<file path="src/hdl/ccrf_pkg.sv">
// Shared types, constants and helpers for the character command ring FIFO.
// No dependencies; imported by ccrf_front, ccrf_back and the top level.
package ccrf_pkg;

    // Ring geometry: SLOTS entries hold at most SLOTS-1 letters
    localparam int SLOTS = 16;
    localparam int PTR_W = (SLOTS > 1) ? $clog2(SLOTS) : 1;

    // Command queue between front and back
    localparam int CMDQ_DEPTH = 4;
    localparam int CMDQ_PTR_W = $clog2(CMDQ_DEPTH);
    localparam int CMDQ_CNT_W = $clog2(CMDQ_DEPTH + 1);

    // Character and count constants
    localparam logic [7:0] CHAR_UPPER_A = 8'h41;
    localparam logic [7:0] CHAR_UPPER_Z = 8'h5A;
    localparam logic [7:0] CHAR_LOWER_A = 8'h61;
    localparam logic [7:0] CHAR_LOWER_Z = 8'h7A;
    localparam logic [7:0] CHAR_DRAIN   = 8'h31;
    localparam logic [7:0] CHAR_POP5    = 8'h32;
    localparam logic [7:0] CHAR_POP1    = 8'h33;
    localparam logic [6:0] CHAR_SPACE   = 7'h20;
    localparam int POP_FIVE_COUNT = 5;
    localparam int LEFT_W = $clog2(POP_FIVE_COUNT + 1);

    // Work codes passed from front to back
    typedef enum logic [1:0] {
        OP_PUSH  = 2'd0,
        OP_DRAIN = 2'd1,
        OP_POP5  = 2'd2,
        OP_POP1  = 2'd3
    } op_t;

    typedef struct packed {
        op_t        op;
        logic [6:0] ch;
    } cmd_t;

    // Ring pointer advance modulo SLOTS
    function automatic logic [PTR_W-1:0] ptr_adv(input logic [PTR_W-1:0] p);
        logic [PTR_W-1:0] r;
        if (p == PTR_W'(SLOTS - 1))
            r = '0;
        else
            r = p + 1'b1;
        return r;
    endfunction

endpackage

</file>
<file path="src/hdl/ccrf_front.sv">
// Front end: classifies received bytes and queues work for the back end.
// Depends on ccrf_pkg (cmd_t, op_t, character constants, queue depth).
module ccrf_front (
    input  logic                clk,
    input  logic                rst_n,
    input  logic                push,
    output logic                full,
    input  logic [7:0]          rx_char,
    output logic                cmd_valid,
    output ccrf_pkg::cmd_t      cmd,
    input  logic                cmd_take
);
    import ccrf_pkg::*;

    cmd_t                  q_mem [CMDQ_DEPTH];
    logic [CMDQ_PTR_W-1:0] wr_ptr_reg;
    logic [CMDQ_PTR_W-1:0] rd_ptr_reg;
    logic [CMDQ_CNT_W-1:0] count_reg;

    logic   is_letter;
    logic   is_cmd;
    op_t    op_dec;
    logic   enq;
    logic   deq;

    // Classify the byte; anything not a letter or command is dropped
    always_comb
    begin
        is_letter = ((rx_char >= CHAR_UPPER_A) && (rx_char <= CHAR_UPPER_Z)) ||
                    ((rx_char >= CHAR_LOWER_A) && (rx_char <= CHAR_LOWER_Z));
        is_cmd    = 1'b1;
        op_dec    = OP_PUSH;
        if (is_letter)
            op_dec = OP_PUSH;
        else if (rx_char == CHAR_DRAIN)
            op_dec = OP_DRAIN;
        else if (rx_char == CHAR_POP5)
            op_dec = OP_POP5;
        else if (rx_char == CHAR_POP1)
            op_dec = OP_POP1;
        else
            is_cmd = 1'b0;
    end

    assign full      = (count_reg == CMDQ_CNT_W'(CMDQ_DEPTH));
    assign cmd_valid = (count_reg != '0);
    assign enq       = push && !full && is_cmd;
    assign deq       = cmd_take && cmd_valid;
    assign cmd       = q_mem[rd_ptr_reg];

    // Queue storage
    always_ff @(posedge clk)
    begin
        if (enq)
        begin
            q_mem[wr_ptr_reg].op <= op_dec;
            q_mem[wr_ptr_reg].ch <= rx_char[6:0];
        end
    end

    // Queue pointers and fill count
    always_ff @(posedge clk or negedge rst_n)
    begin
        if (!rst_n)
        begin
            wr_ptr_reg <= '0;
            rd_ptr_reg <= '0;
            count_reg  <= '0;
        end
        else
        begin
            if (enq)
                wr_ptr_reg <= wr_ptr_reg + 1'b1;
            if (deq)
                rd_ptr_reg <= rd_ptr_reg + 1'b1;
            case ({enq, deq})
                2'b10:   count_reg <= count_reg + 1'b1;
                2'b01:   count_reg <= count_reg - 1'b1;
                default: count_reg <= count_reg;
            endcase
        end
    end

endmodule

</file>
<file path="src/hdl/ccrf_back.sv">
// Back end: ring storage, pointers and the pop sequencer with output register.
// Depends on ccrf_pkg (cmd_t, op_t, ptr_adv, ring geometry).
module ccrf_back (
    input  logic                clk,
    input  logic                rst_n,
    input  logic                cmd_valid,
    input  ccrf_pkg::cmd_t      cmd,
    output logic                cmd_take,
    output logic                empty,
    input  logic                pop,
    output logic [6:0]          tx_char,
    output logic                last
);
    import ccrf_pkg::*;

    typedef enum logic {
        ST_IDLE,
        ST_RUN
    } state_t;

    logic [6:0]       ring_mem [SLOTS];
    logic [PTR_W-1:0] wp_reg;
    logic [PTR_W-1:0] rp_reg;
    state_t           state_reg;
    logic             drain_reg;
    logic [LEFT_W-1:0] left_reg;
    logic             out_valid_reg;
    logic [6:0]       tx_char_reg;
    logic             last_reg;

    logic             ring_empty;
    logic             out_free;
    logic             emit_now;
    logic [PTR_W-1:0] wp_adv;
    logic [PTR_W-1:0] rp_adv;
    logic             emit_last;
    logic             ring_we;

    assign ring_empty = (rp_reg == wp_reg);
    assign out_free   = !out_valid_reg || pop;
    assign emit_now   = (state_reg == ST_RUN) && out_free;
    assign wp_adv     = ptr_adv(wp_reg);
    assign rp_adv     = ptr_adv(rp_reg);
    assign cmd_take   = (state_reg == ST_IDLE) && cmd_valid;
    assign ring_we    = cmd_take && (cmd.op == OP_PUSH);
    assign emit_last  = drain_reg ? (rp_adv == wp_reg) : (left_reg == LEFT_W'(1));

    assign empty   = !out_valid_reg;
    assign tx_char = tx_char_reg;
    assign last    = last_reg;

    // Ring storage write
    always_ff @(posedge clk)
    begin
        if (ring_we)
            ring_mem[wp_reg] <= cmd.ch;
    end

    // Sequencer, pointers and output register
    always_ff @(posedge clk or negedge rst_n)
    begin
        if (!rst_n)
        begin
            state_reg     <= ST_IDLE;
            wp_reg        <= '0;
            rp_reg        <= '0;
            drain_reg     <= 1'b0;
            left_reg      <= '0;
            out_valid_reg <= 1'b0;
            tx_char_reg   <= '0;
            last_reg      <= 1'b0;
        end
        else
        begin
            // output slot: filled by an emit, freed by a pop transfer
            if (emit_now)
                out_valid_reg <= 1'b1;
            else if (pop)
                out_valid_reg <= 1'b0;
            case (state_reg)
                ST_IDLE:
                begin
                    if (cmd_valid)
                    begin
                        case (cmd.op)
                            OP_PUSH:
                            begin
                                wp_reg <= wp_adv;
                                // full ring: oldest letter is dropped
                                if (wp_adv == rp_reg)
                                    rp_reg <= rp_adv;
                            end
                            OP_DRAIN:
                            begin
                                drain_reg <= 1'b1;
                                if (!ring_empty)
                                    state_reg <= ST_RUN;
                            end
                            OP_POP5:
                            begin
                                drain_reg <= 1'b0;
                                left_reg  <= LEFT_W'(POP_FIVE_COUNT);
                                state_reg <= ST_RUN;
                            end
                            OP_POP1:
                            begin
                                drain_reg <= 1'b0;
                                left_reg  <= LEFT_W'(1);
                                state_reg <= ST_RUN;
                            end
                            default:
                            begin
                                state_reg <= ST_IDLE;
                            end
                        endcase
                    end
                end
                ST_RUN:
                begin
                    // one result per cycle while the output slot is free
                    if (out_free)
                    begin
                        tx_char_reg   <= ring_empty ? CHAR_SPACE : ring_mem[rp_reg];
                        last_reg      <= emit_last;
                        if (!ring_empty)
                            rp_reg <= rp_adv;
                        left_reg <= left_reg - 1'b1;
                        if (emit_last)
                            state_reg <= ST_IDLE;
                    end
                end
                default:
                begin
                    state_reg <= ST_IDLE;
                end
            endcase
        end
    end

endmodule

</file>
<file path="src/hdl/char_command_ring_fifo.sv">
// Top level of the character command ring FIFO: front classifier plus back sequencer.
// Depends on ccrf_pkg, ccrf_front and ccrf_back.
//
//  channel  | ports                    | transfer when
//  ---------+--------------------------+-----------------------
//  input    | push, full, rx_char      | push && !full
//  result   | empty, pop, tx_char,last | pop && !empty
//
// A letter is written into the ring in the same cycle it leaves the command queue;
// a drain emits one result per cycle while the output slot is free (up to SLOTS-1),
// pop-five emits five results and pop-one one, paced by the single ring read port.
// Reset (rst_n low, asynchronous) empties the ring and the command queue.
// The four-entry command queue lets bytes arrive while results stall on pop.
module char_command_ring_fifo (
    input  logic       clk,
    input  logic       rst_n,
    input  logic       push,
    output logic       full,
    input  logic [7:0] rx_char,
    output logic       empty,
    input  logic       pop,
    output logic [6:0] tx_char,
    output logic       last
);
    import ccrf_pkg::*;

    logic cmd_valid;
    cmd_t cmd;
    logic cmd_take;

    ccrf_front u_front (
        .clk       (clk),
        .rst_n     (rst_n),
        .push      (push),
        .full      (full),
        .rx_char   (rx_char),
        .cmd_valid (cmd_valid),
        .cmd       (cmd),
        .cmd_take  (cmd_take)
    );

    ccrf_back u_back (
        .clk       (clk),
        .rst_n     (rst_n),
        .cmd_valid (cmd_valid),
        .cmd       (cmd),
        .cmd_take  (cmd_take),
        .empty     (empty),
        .pop       (pop),
        .tx_char   (tx_char),
        .last      (last)
    );

endmodule
</file>
<file path="config.mk">
export PLATFORM = sky130hd
export DESIGN_NAME = char_command_ring_fifo
export DESIGN_NICKNAME = d
export VERILOG_FILES = /design/src/hdl/ccrf_pkg.sv /design/src/hdl/ccrf_front.sv /design/src/hdl/ccrf_back.sv /design/src/hdl/char_command_ring_fifo.sv
export SDC_FILE = /design/constraint.sdc
export NUM_CORES = 1
export LEC_CHECK = 0
export ABC_AREA = 1
export BUFFER_PORTS_ARGS = -buffer_cell sky130_fd_sc_hd__buf_2
export CORE_MARGIN = 2
export CORE_UTILIZATION = 62
export CTS_CLUSTER_DIAMETER = 200
export DETAILED_ROUTE_END_ITERATION = 7
export GPL_ROUTABILITY_DRIVEN = 0
export PLACE_DENSITY = 0.77
export SETUP_SLACK_MARGIN = 0.02
export SLEW_MARGIN = 5
export SYNTH_ARGS = -nofsm -noshare
export SYNTH_HDL_FRONTEND = slang
export SYNTH_SLANG_ARGS = --single-unit
</file>
<file path="constraint.sdc">
create_clock -name clk -period 2.63 [get_ports clk]
set_input_delay 0.6575 -clock clk [delete_from_list [all_inputs] [get_ports clk]]
set_output_delay 0.6575 -clock clk [all_outputs]
set_load 0.03 [all_outputs]
</file>
Yosys cells after proc, flatten, opt, wreduce, memory -nomap -nowiden --
Memory sizes are Yosys's and may differ from the RTL's. Index checks and enable logic that the tools add are counted.
Storage, ports and cells: register bits 29, bits in writable memories 148, output and inout port bits 10, word-level logic and storage cells 105, memories 2
Memories:
- u_back.ring_mem | words 16, width 7, read ports 1, clocked after Yosys merged registers in 0, wr ports 1, line ccrf_back.sv:21 | logic [6:0] ring_mem [SLOTS];
- u_front.q_mem | words 4, width 9, read ports 1, clocked after Yosys merged registers in 0, wr ports 1, line ccrf_front.sv:15 | cmd_t q_mem [CMDQ_DEPTH];
Cells by class: add/subtract/negate cells 7, order comparisons 4, eq/ne operators 21, multiplexer cells 36, bitwise logic cells 1, reduce and logical (&&, ||, !) cells 23
Operators with widths (number):
- $mux 4 | 7
- $eq 8x6->1 const B | 3
- $pmux 3 s2 | 3
- $ge 8x7->1 const B | 2
- $le 8x7->1 const B | 2
- $mux 1 | 15
- $eq 4x4->1 | 3
- $reduce_and 3->1 | 3
- $add 4x1->4 const B | 2
- $eq 4x4->1 const B | 2
- $logic_and 1x1->1 | 8
- $mux 2 | 4
- $ne 2x2->1 const B | 4
- $pmux 4 s2 | 1
- $mux 7 | 1
- $eq 2x2->1 const B | 3
- $mux 3 | 2
- $pmux 1 s2 | 3
- $reduce_bool 2->1 | 3
- $sub 3x1->3 const B | 2
- $reduce_and 5->1 | 1
- $add 2x1->2 const B | 2
- $eq 2x1->1 const B | 2
- $add 3x1->3 const B | 1
- other kinds (11) | 13

Logic depth before layout (Yosys ltp) --
Gate-level depths: netlist (run 1).
depth after elaboration 8, gate-level depth with buffers 15, depth with buffers taken out 15

By module --
Synthesis (run 1) repeated with hierarchy kept, for this count alone.
Second synthesis, totals: cells, all modules 705, area, all modules 7748.7 um^2
Modules (own cells, without submodules):
- ccrf_back | instances 1, cells an instance 546, area an instance 5875.6 um^2, seq. area each 3913.8 um^2
- ccrf_front | instances 1, cells an instance 159, area an instance 1873.0 um^2, seq. area each 1256.2 um^2

Worst setup path before layout (run 1) --
Ideal clock, no wire load.
path kind register to register, start point register u_front.count_reg[1], end point register u_front.count_reg[2], setup time 0.131 ns, arrival 2.423 ns, data required time 2.499 ns, slack 0.076 ns, stages on the path, launching flop included 10, clock period less this slack 2.554 ns, cells stage by stage dfrtp_1 nor3_1 nor2_1 nand2_2 ha_1 inv_1 fa_1 a21oi_1 o21ai_0 xor2_1
On the way: cells in the longest elaborated chain, start to end 6, elaborated cells between the ends (all ways) 13, classes of those cells add/sub: 2; eq/ne: 3; mux: 1; reduce/logical: 7
RTL lines:
- start, declared | line ccrf_front.sv:18 | logic [CMDQ_CNT_W-1:0] count_reg;
- start signal, assigned | line ccrf_front.sv:77 | 2'b10: count_reg <= count_reg + 1'b1;
- start signal, assigned | line ccrf_front.sv:78 | 2'b01: count_reg <= count_reg - 1'b1;
- start signal, assigned | line ccrf_front.sv:79 | default: count_reg <= count_reg;
- $eq 3x3->1 (*) | line ccrf_front.sv:45 | assign full = (count_reg == CMDQ_CNT_W'(CMDQ_DEPTH));
- named net full | line char_command_ring_fifo.sv:18 | output logic full,
- $logic_not 1->1 (*) | line ccrf_front.sv:47 | assign enq = push && !full && is_cmd;
- $logic_and 1x1->1 (*) (2 in series) | line ccrf_front.sv:47
- $eq 2x1->1 or $eq 2x2->1 (tied branches) | line ccrf_front.sv:76 | case ({enq, deq})
- $pmux 3 s2 or $reduce_bool 2->1 (tied branches)
The timed path passes the listed nets; every way through them passes the cells marked *. A chain may end at the register's enable or synchronous reset.

Worst setup path in the final report (run 1) --
start point register u_front.rd_ptr_reg[0], end point memory u_back.ring_mem[9][4] (enable)
On the way: cells in the longest elaborated chain, start to end 5
RTL lines:
- start, declared | line ccrf_front.sv:17 | logic [CMDQ_PTR_W-1:0] rd_ptr_reg;
- start signal, assigned | line ccrf_front.sv:75 | rd_ptr_reg <= rd_ptr_reg + 1'b1;
- $mem_v2 4x9
- $logic_not 2->1 | line ccrf_back.sv:45 | assign ring_we = cmd_take && (cmd.op == OP_PUSH);
- $logic_and 1x1->1 | line ccrf_back.sv:45
- $mux 1 | line ccrf_back.sv:55 | if (ring_we)
- $mux 1 (implied by the code) | line ccrf_back.sv:56 | ring_mem[wp_reg] <= cmd.ch;
- end, declared | line ccrf_back.sv:21
No other way between the ends.

==> results of run 1 <==
[Yosys cell counts (5+ instances only)]
| cell type | instances | area (um2) |
|---|---|---|
| nand2_1 | 128 | 480.5 |
| buf_6 | 7 | 78.83 |
| xor2_1 | 6 | 52.55 |
| edfxtp_1 | 148 | 4444 |
| nor3_1 | 25 | 125.1 |
| buf_4 | 9 | 67.56 |
| ha_1 | 12 | 150.1 |
| inv_2 | 6 | 22.52 |
| a21oi_1 | 15 | 75.07 |
| nand3_1 | 49 | 245.2 |
| o22ai_1 | 14 | 87.58 |
| o21ai_0 | 59 | 295.3 |
| nor2_1 | 112 | 420.4 |
| buf_2 | 12 | 60.06 |
| o21ai_1 | 18 | 90.09 |
| dfrtp_1 | 29 | 725.7 |
| inv_1 | 50 | 187.7 |
| nand2_2 | 10 | 62.56 |
| nand2_4 | 5 | 56.30 |
[how the worst max path moves through the flow]
| stage | start | slack [ns] | to |
|---|---|---|---|
| 2_1_floorplan | u_front.count_reg[1]$_DFFE_PN0P_ | 0.08 | u_front.count_reg[2]$_DFFE_PN0P_ |
| 3_3_place_gp | rx_char[4] | 0.06 | u_front.count_reg[2]$_DFFE_PN0P_ |
| 3_5_place_dp | rx_char[7] | -0.12 | u_front.count_reg[2]$_DFFE_PN0P_ |
| 4_1_cts | u_front.rd_ptr_reg[0]$_DFFE_PN0P_ | 0.25 | u_back.ring_mem[9][0]$_DFFE_PP_ |
| 5_1_grt | rx_char[7] | 0.06 | u_front.count_reg[2]$_DFFE_PN0P_ |
| 6_report | u_front.rd_ptr_reg[0]$_DFFE_PN0P_ | 0.21 | u_back.ring_mem[9][4]$_DFFE_PP_ |
[kinds of logic after synthesis]
logic type	share of synthesized area, %
DFF	65.37
buffers and inverters	5.648
xor gates and xnor gates	0.8860
and+or+nand+nor	18.19
adders and majority gates	2.152
AOI/OAI and AO/OA	7.752
[metrics by stage]
step	std cells	hold slack (ns)
floorplan	736	0.3619
global placement	933	0.4598
detailed placement	933	0.4635
CTS	964	0.2778
global route	964	0.3161
finish	964	0.2609
[metal layers]
layer | wire, um | global-route usage, % | vias to the layer above
met2 | 8408 | 43.04 | 262
met4 | 299 | 10.12 | 0
met5 | 0 | 0 | -
met3 | 1344 | 5.716 | 27
li1 | - | - | 2593
met1 | 7182 | 38.82 | 2653
[power breakdown]
group | internal, mW | switching (mW) | total, mW
logic | 1.15 | 2.67 | 3.81
clock network | 1.47 | 0.995 | 2.47
registers | 3.74 | 0.340 | 4.08
[worst reg2reg max path, stage by stage, from the launching register on]
cell,delay (ns)
dfrtp_1,0.53
inv_2,0.21
nand2_1,0.10
nand3_1,0.08
nand2_2,0.13
nand2_2,0.07
inv_2,0.06
nand2_4,0.10
inv_4,0.12
nand2_2,0.10
nor2_1,0.54
[final cells by class]
cell class	count	area, um2
Clock buffer	18	429.2
Clock inverter	13	145.1
Fill cell	911	3667
Inverter	59	229.0
Multi-Input combinational cell	469	2292
Sequential cell	177	5171
Tap cell	172	215.2
Timing Repair Buffer	56	367.9
[layout by cell type (no fill, tap or decap), types with 14 or more instances in the layout]
cell,instances
edfxtp_1,148
nand2_1,128
nor2_1,112
o21ai_0,59
inv_1,50
nand3_1,49
buf_4,35
dfrtp_1,28
nor3_1,25
buf_2,21
o21ai_1,18
clkbuf_16,17
a21oi_1,15
o22ai_1,14
==> results.toml, run 1 <==
[run_status]
status = "complete, no violations"

[synthesis]
synthesis.nets = 761
synthCells = 736
synthArstFlopShare_pct = 16.38
ys_ff_latch = 177
synth_area_um2 = 7909
synth.distinct_cells = 33
synth-main-ff-cell = "edfxtp_1"
yosysWarningCount = 0
synth_edf_count = 148
yosysSeqAreaShare_pct = 65.37
syn_area_per_cell_um2 = 10.75

[cts]
path_clk_slew_ns = 0.06
cts_sinks = 177
cts_buffer_depth = 2
cts_buffers = 17
clk_latency_ns = 0.43
ctsHoldBuffers = 0
tritoncts = "built"
ctsRootBufferMaster = "clkbuf_16"
postCtsSetupRepairBufs = 0
cts_max_level = 4
cts_resized = 0

[setup_path]
crit_top_cell = "nand2_2"
critPathMaxFanout = 18
cp_slowest_cell = "nor2_1"
startpoint_type = "flip-flop"
crit_buf_inv = 3
arrival_ns = 2.47
required_ns = 2.68
reg2reg_slack_ns = 0.21
worstReg2RegStart = "u_front.rd_ptr_reg[0]$_DFFE_PN0P_"
r2r_cells = 10
rr_endpoint = "u_back.ring_mem[9][4]$_DFFE_PP_"
end_kind = "flip-flop"
critical_path.top_delay_family = "simple AND/OR/NAND/NOR gates"
worstSetupPathDepth = 10
crit_path_max_incr_delay_ns = 0.54
critical_path_class = "flip-flop to flip-flop"
path_cells = "inv_2 > nand2_1 > nand3_1 > nand2_2 > nand2_2 > inv_2 > nand2_4 > inv_4 > nand2_2 > nor2_1"

[drt]
routed_via_density = 5.742
ant_nets = 0
drc = 0
first_pass_iters = 5
drt-initial-drc-count = 579
drt-wirelength-per-cell_um = 17.88
wl_um = 17240
vias = 5535

[global_routing]
first_global_vias = 5233
grt_usage_pct = 27.55
grt_max_degree = 39
grt_pass1_wl_um = 27770
overflow = 0
antenna_found_initial = 0

[floorplanning]
fp.dieH_um = 116.9
coreArea_um2 = 12520
fp.dieW_um = 116.9
dieArea_um2 = 13680
ios = 22
fp-row-count = 41
start_util_pct = 63.18

[layout]
final_util_pct = 70.70
largest_reg_flops = 112
n_antenna_cell = 0
finish.instance_area_um2 = 8850
num-nets-final = 805
drive_gt1_share_pct = 14.65
areaGrowthSynthToFinish_pct = 11.90

[sta]
finalSetupViolCount = 0
relSlewSlack_pct = 15.36
worstMarginPinSlew_ns = 1.270
skew_ns = 0.01050
fin_ws_ns = 0.2144
period_share_pct = 91.85
drv_slew = 0
fin_crit_ns = 2.416
rsz0062_at_grt = "false"
max_clock_freq_mhz = 414.0
setup_tns_ns = 0
hold_viol_final = 0

[min_path]
min_path_type = "input pin to asynchronous set/reset pin"

[placed_design]
dp_hpwl_um = 11200
place_area_um2 = 8275
port_buffers = 21
pre_cts_ws_ns = -0.1248

[power_and_ir_drop]
total_power_mw = 10.36
power_leakage_nw = 3.492
p_per_area_nw_per_um2 = 1171
ir_drop_mv = 0.6476

[run]
cap_violations = 0
(Power assumes the default switching activity.)
==> inputs of run 2 (changes only) <==
Settings changed: RECOVER_POWER set to 25.
==> run 2 against run 1 <==
Against the previous run: the flow now finishes with violations (capacitance limit, slew limit); combinational power about the same; sequential cell count stayed put; largest power group unchanged; final cell count is the same; cell area is 0.30% lower; largest cell class unchanged; clock power hardly changed; die area unchanged; sequential share of layout area grew 0.17 points; critical path depth is the same; clock skew rose by 0.0016 ns; highest routed layer unchanged; via count about the same; sequential power hardly changed.
==> results.toml, run 2 (synthesis gave the netlist of run 1 again) <==
[run_status]
status = "finished, violations left"
violations = "capacitance limit, slew limit"

[power_and_ir_drop]
power_leakage_nw = 3.459
total_power_mw = 10.34
ir_drop_mv = 0.6509
p_per_area_nw_per_um2 = 1172

[drt]
vias = 5532
routed_via_density = 5.739
drt-initial-drc-count = 567
first_pass_iters = 6
wl_um = 17210
ant_nets = 0
drc = 0
drt-wirelength-per-cell_um = 17.85

[sta]
hold_slack_ns = 0.4768
finalSetupViolCount = 0
max_clock_freq_mhz = 414.6
drv_slew = 30
worstMarginPinSlew_ns = 1.588
relSlewSlack_pct = -5.853
hold_viol_final = 0
period_share_pct = 91.70
fin_crit_ns = 2.412
skew_ns = 0.01210
rsz0062_at_grt = "false"

[layout]
finish.instance_area_um2 = 8823
final_util_pct = 70.49
drive_gt1_share_pct = 13.13
areaGrowthSynthToFinish_pct = 11.56
final_common_cell = "edfxtp_1"
instances_no_fill = 964
num-nets-final = 805
largest_reg_flops = 112
n_antenna_cell = 0
most-common-layout-cells = "edfxtp_1, nand2_1, nor2_1, o21ai_0, inv_1"

[run]
cap_violations = 1

[cts]
cts_sinks = 177
ctsRootBufferMaster = "clkbuf_16"
cts_buffer_depth = 2
cts_resized = 0
postCtsSetupRepairBufs = 0
clk_latency_ns = 0.43
cts_buffers = 17
tritoncts = "built"
cts_max_level = 4
ctsHoldBuffers = 0
path_clk_slew_ns = 0.06

[min_path]
min_path_type = "flip-flop to flip-flop"

[floorplanning]
dieArea_um2 = 13680
fp.dieW_um = 116.9
coreArea_um2 = 12520
fp-row-count = 41
start_util_pct = 63.18
ios = 22
fp.dieH_um = 116.9

[global_routing]
met1_usage_pct = 38.82
grt_max_degree = 39
grt_pass1_wl_um = 27770
overflow = 0
first_global_vias = 5233
busiest_layer = "met2"
grt_usage_pct = 27.55
grt_util_met3_pct = 5.716
antenna_found_initial = 0
use_met2_pct = 43.04

[placed_design]
dp_hpwl_um = 11200
placed_cells = 933
place_area_um2 = 8275
port_buffers = 21

[setup_path]
arrival_ns = 2.47
startpoint_type = "flip-flop"
critical_path_class = "flip-flop to flip-flop"
critPathMaxFanout = 18
end_kind = "flip-flop"
required_ns = 2.68
-- run 2: cell types whose count changed in the layout (fill, tap and decap cells not counted), sizes merged --
cell,before,now
buf,56,45
clkbuf,18,29
-- run 2: worst paths after layout --
kind,slack (ns),depth (start not counted),from,end
max in group asynchronous,0.97,1,rst_n,u_back.rp_reg[0]$_DFFE_PN0P_
setup / recovery,0.22,10,u_front.rd_ptr_reg[0]$_DFFE_PN0P_,u_back.ring_mem[9][4]$_DFFE_PP_
setup reg to reg,0.22,10,u_front.rd_ptr_reg[0]$_DFFE_PN0P_,u_back.ring_mem[9][4]$_DFFE_PP_
hold reg to reg,0.48,2,u_back.tx_char[0]$_DFFE_PN0P_,u_back.tx_char[0]$_DFFE_PN0P_
hold / removal,0.48,2,u_back.tx_char[0]$_DFFE_PN0P_,u_back.tx_char[0]$_DFFE_PN0P_
min in group asynchronous,0.62,1,rst_n,u_front.wr_ptr_reg[0]$_DFFE_PN0P_
-- run 2: report_power, final --
part	internal (mW)	switching [mW]	total [mW]
Sequential	3.75	0.338	4.09
Clock	1.47	0.998	2.47
Combinational	1.12	2.66	3.79
-- run 2: stage by stage --
stage	setup slack (ns)	setup TNS [ns]
6_report	0.2183	0
3_3_place_gp	0.06192	0
5_1_grt	0.03154	0
2_1_floorplan	0.07641	0
3_5_place_dp	-0.1248	-0.1248
4_1_cts	0.2504	0
-- run 2: routing by layer --
| metal | vias up | wire length (um) |
|---|---|---|
| li1 | 2591 | - |
| met1 | 2647 | 7152 |
| met2 | 267 | 8359 |
| met3 | 27 | 1383 |
| met4 | 0 | 312 |
| met5 | - | 0 |
-- run 2: worst max-delay path, cell delays in order (launching register included) --
cell and delay [ns]:
dfrtp_1 0.52, inv_2 0.21, nand2_1 0.10, nand3_1 0.08, nand2_2 0.13, nand2_2 0.07, inv_2 0.06, nand2_4 0.10
inv_4 0.11, nand2_2 0.10, nor2_1 0.55
-- run 2: area by class of cell --
class / count / area [um2]
well taps: 172 / 215.2
clock inverters: 13 / 145.1
fillers: 915 / 3694
inverters: 59 / 229.0
repair buffers: 56 / 341.6
flip-flops and latches: 177 / 5171
clock buffers: 18 / 429.2
multi-input cells: 469 / 2292
==> inputs of run 3 (changes only) <==
Settings changed: BUFFER_PORTS_ARGS -buffer_cell sky130_fd_sc_hd__buf_2 to -buffer_cell sky130_fd_sc_hd__buf_4, CORE_MARGIN 2 to not set, GPL_TIMING_DRIVEN set to 0.
==> run 3 against run 2 <==
Against the previous run: the flow still finishes with violations (capacitance limit, slew limit); clock skew down 0.0052 ns; total power is 2.9% higher; sequential power fell by 4%; non-clock buffer count is 1 lower; critical endpoint is now u_back.ring_mem[14][3]$_DFFE_PP_; largest cell class unchanged.
==> results.toml, run 3 (synthesis gave the netlist of run 1 again) <==
[run_status]
status = "finished, violations left"
violations = "capacitance limit, slew limit"

[run]
cap_violations = 1

[cts]
cts_max_level = 4
path_clk_slew_ns = 0.07
ctsRootBufferMaster = "clkbuf_16"
cts_buffers = 17
clk_latency_ns = 0.44
cts_buffer_depth = 2
cts_sinks = 177
tritoncts = "built"
ctsHoldBuffers = 0

[drt]
wl_um = 18040
drt-wirelength-per-cell_um = 18.79
dr_wl_met3_um = 1565
first_pass_iters = 5
met2_length_um = 8764
ant_nets = 0
top_layer = "met4"
routed_via_density = 5.855
drt-met1-wl_um = 7038
drc = 0
drt-initial-drc-count = 673
vias = 5621

[floorplanning]
coreArea_um2 = 12210
ios = 22
fp-row-count = 40
start_util_pct = 64.76
fp.dieH_um = 114.9
fp.dieW_um = 114.9
dieArea_um2 = 13210

[placed_design]
port_buffers = 21
dp_hpwl_um = 12200

[min_path]
min_from = "rx_char[2]"
min_path_type = "input pin to flip-flop"

[setup_path]
worstReg2RegStart = "u_front.rd_ptr_reg[0]$_DFFE_PN0P_"
end_kind = "flip-flop"
arrival_ns = 2.52
crit_start = "u_front.rd_ptr_reg[0]$_DFFE_PN0P_"
required_ns = 2.69
startpoint_type = "flip-flop"
critical_path_class = "flip-flop to flip-flop"
critPathMaxFanout = 16

[sta]
fin_crit_ns = 2.463
drv_slew = 30
hold_viol_final = 0
max_clock_freq_mhz = 405.9
relSlewSlack_pct = -3.154
finalSetupViolCount = 0
rsz0062_at_grt = "true"
skew_ns = 0.006953
period_share_pct = 93.66
worstMarginPinSlew_ns = 1.547

[layout]
drive_gt1_share_pct = 14.14
num-nets-final = 804
final_util_pct = 72.72
largest_reg_flops = 112
areaGrowthSynthToFinish_pct = 12.28
final_common_cell = "edfxtp_1"
n_antenna_cell = 0
most-common-layout-cells = "edfxtp_1, nand2_1, nor2_1, o21ai_0, inv_1"

[power_and_ir_drop]
total_power_mw = 10.64
power_leakage_nw = 3.483
comb_power_share_pct = 39.5
clkPwrFrac_pct = 23.4
p_int_mw = 6.441
p_per_area_nw_per_um2 = 1198
ir_drop_mv = 0.6615
swShare_pct = 39.47
power_frac_seq_pct = 37.0
p_sw_mw = 4.201

[global_routing]
grt_usage_pct = 29.76
overflow = 0
grt_max_degree = 30
first_global_vias = 5337
grt_pass1_wl_um = 28160
antenna_found_initial = 0
[run 3: final timing paths]
path                                                     to  slack [ns]  depth (start not counted)
max                        u_back.ring_mem[14][3]$_DFFE_PP_        0.17                          4
min                           u_front.q_mem[1][2]$_DFFE_PP_        0.45                          1
max reg2reg                u_back.ring_mem[14][3]$_DFFE_PP_        0.17                          4
min reg2reg                   u_back.tx_char[2]$_DFFE_PN0P_        0.48                          2
max in group asynchronous      u_back.wp_reg[3]$_DFFE_PN0P_        1.14                          1
min in group asynchronous      u_back.wp_reg[0]$_DFFE_PN0P_        0.60                          1
[run 3: stage by stage]
stage | TNS (ns) | cell area, um2 | hold slack (ns) | cells | worst slack (ns)
2_1_floorplan | 0 | 7909 | 0.3619 | 736 | 0.07641
3_3_place_gp | -0.1814 | 8277 | 0.4665 | 925 | -0.08281
3_5_place_dp | -2.614 | 8289 | 0.4678 | 925 | -0.2168
4_1_cts | 0 | 8874 | 0.1441 | 957 | 0.1908
5_1_grt | 0 | 8880 | 0.4513 | 960 | 0.002653
6_report | 0 | 8880 | 0.4481 | 960 | 0.1666
[run 3: layer usage]
layer	global-route usage (%)	vias to the layer above
li1	-	2605
met1	37.73	2694
met2	47.95	276
met3	6.747	46
met4	16.45	0
met5	0	-
[run 3: critical path, stage by stage, from the launching register on]
cell,delay [ns]
dfrtp_1,0.42
inv_2,0.16
clkbuf_1,0.36
o21ai_0,0.14
o22ai_1,0.99
[run 3: final cells by class]
class                      count  area [um2]
buffer                        31       217.7
clock buffer                  18       429.2
clock inverter                14       155.1
fill                         854        3332
inverter                      59       229.0
multi-input combinational    469        2296
sequential                   177        5170
tap                          168       210.2
timing repair buffer          24       172.7
[run 3: repair_timing]
action | 4_1_cts | 5_1_grt
endpoints found under the setup margin | 0 | 1
buffers inserted | 0 | 1
resized for setup | 0 | 1
endpoints found under the hold margin | 0 | 0
[run 3: power groups by stage]
stage	logic, mW	clock network, mW	registers (mW)
3_5_place_dp	4.09	0	4.01
3_3_place_gp	3.94	0	3.99
2_1_floorplan	2.74	0	4.06
4_1_cts	4.12	2.49	3.95
5_1_grt	4.61	2.60	3.97
6_report	4.21	2.49	3.94
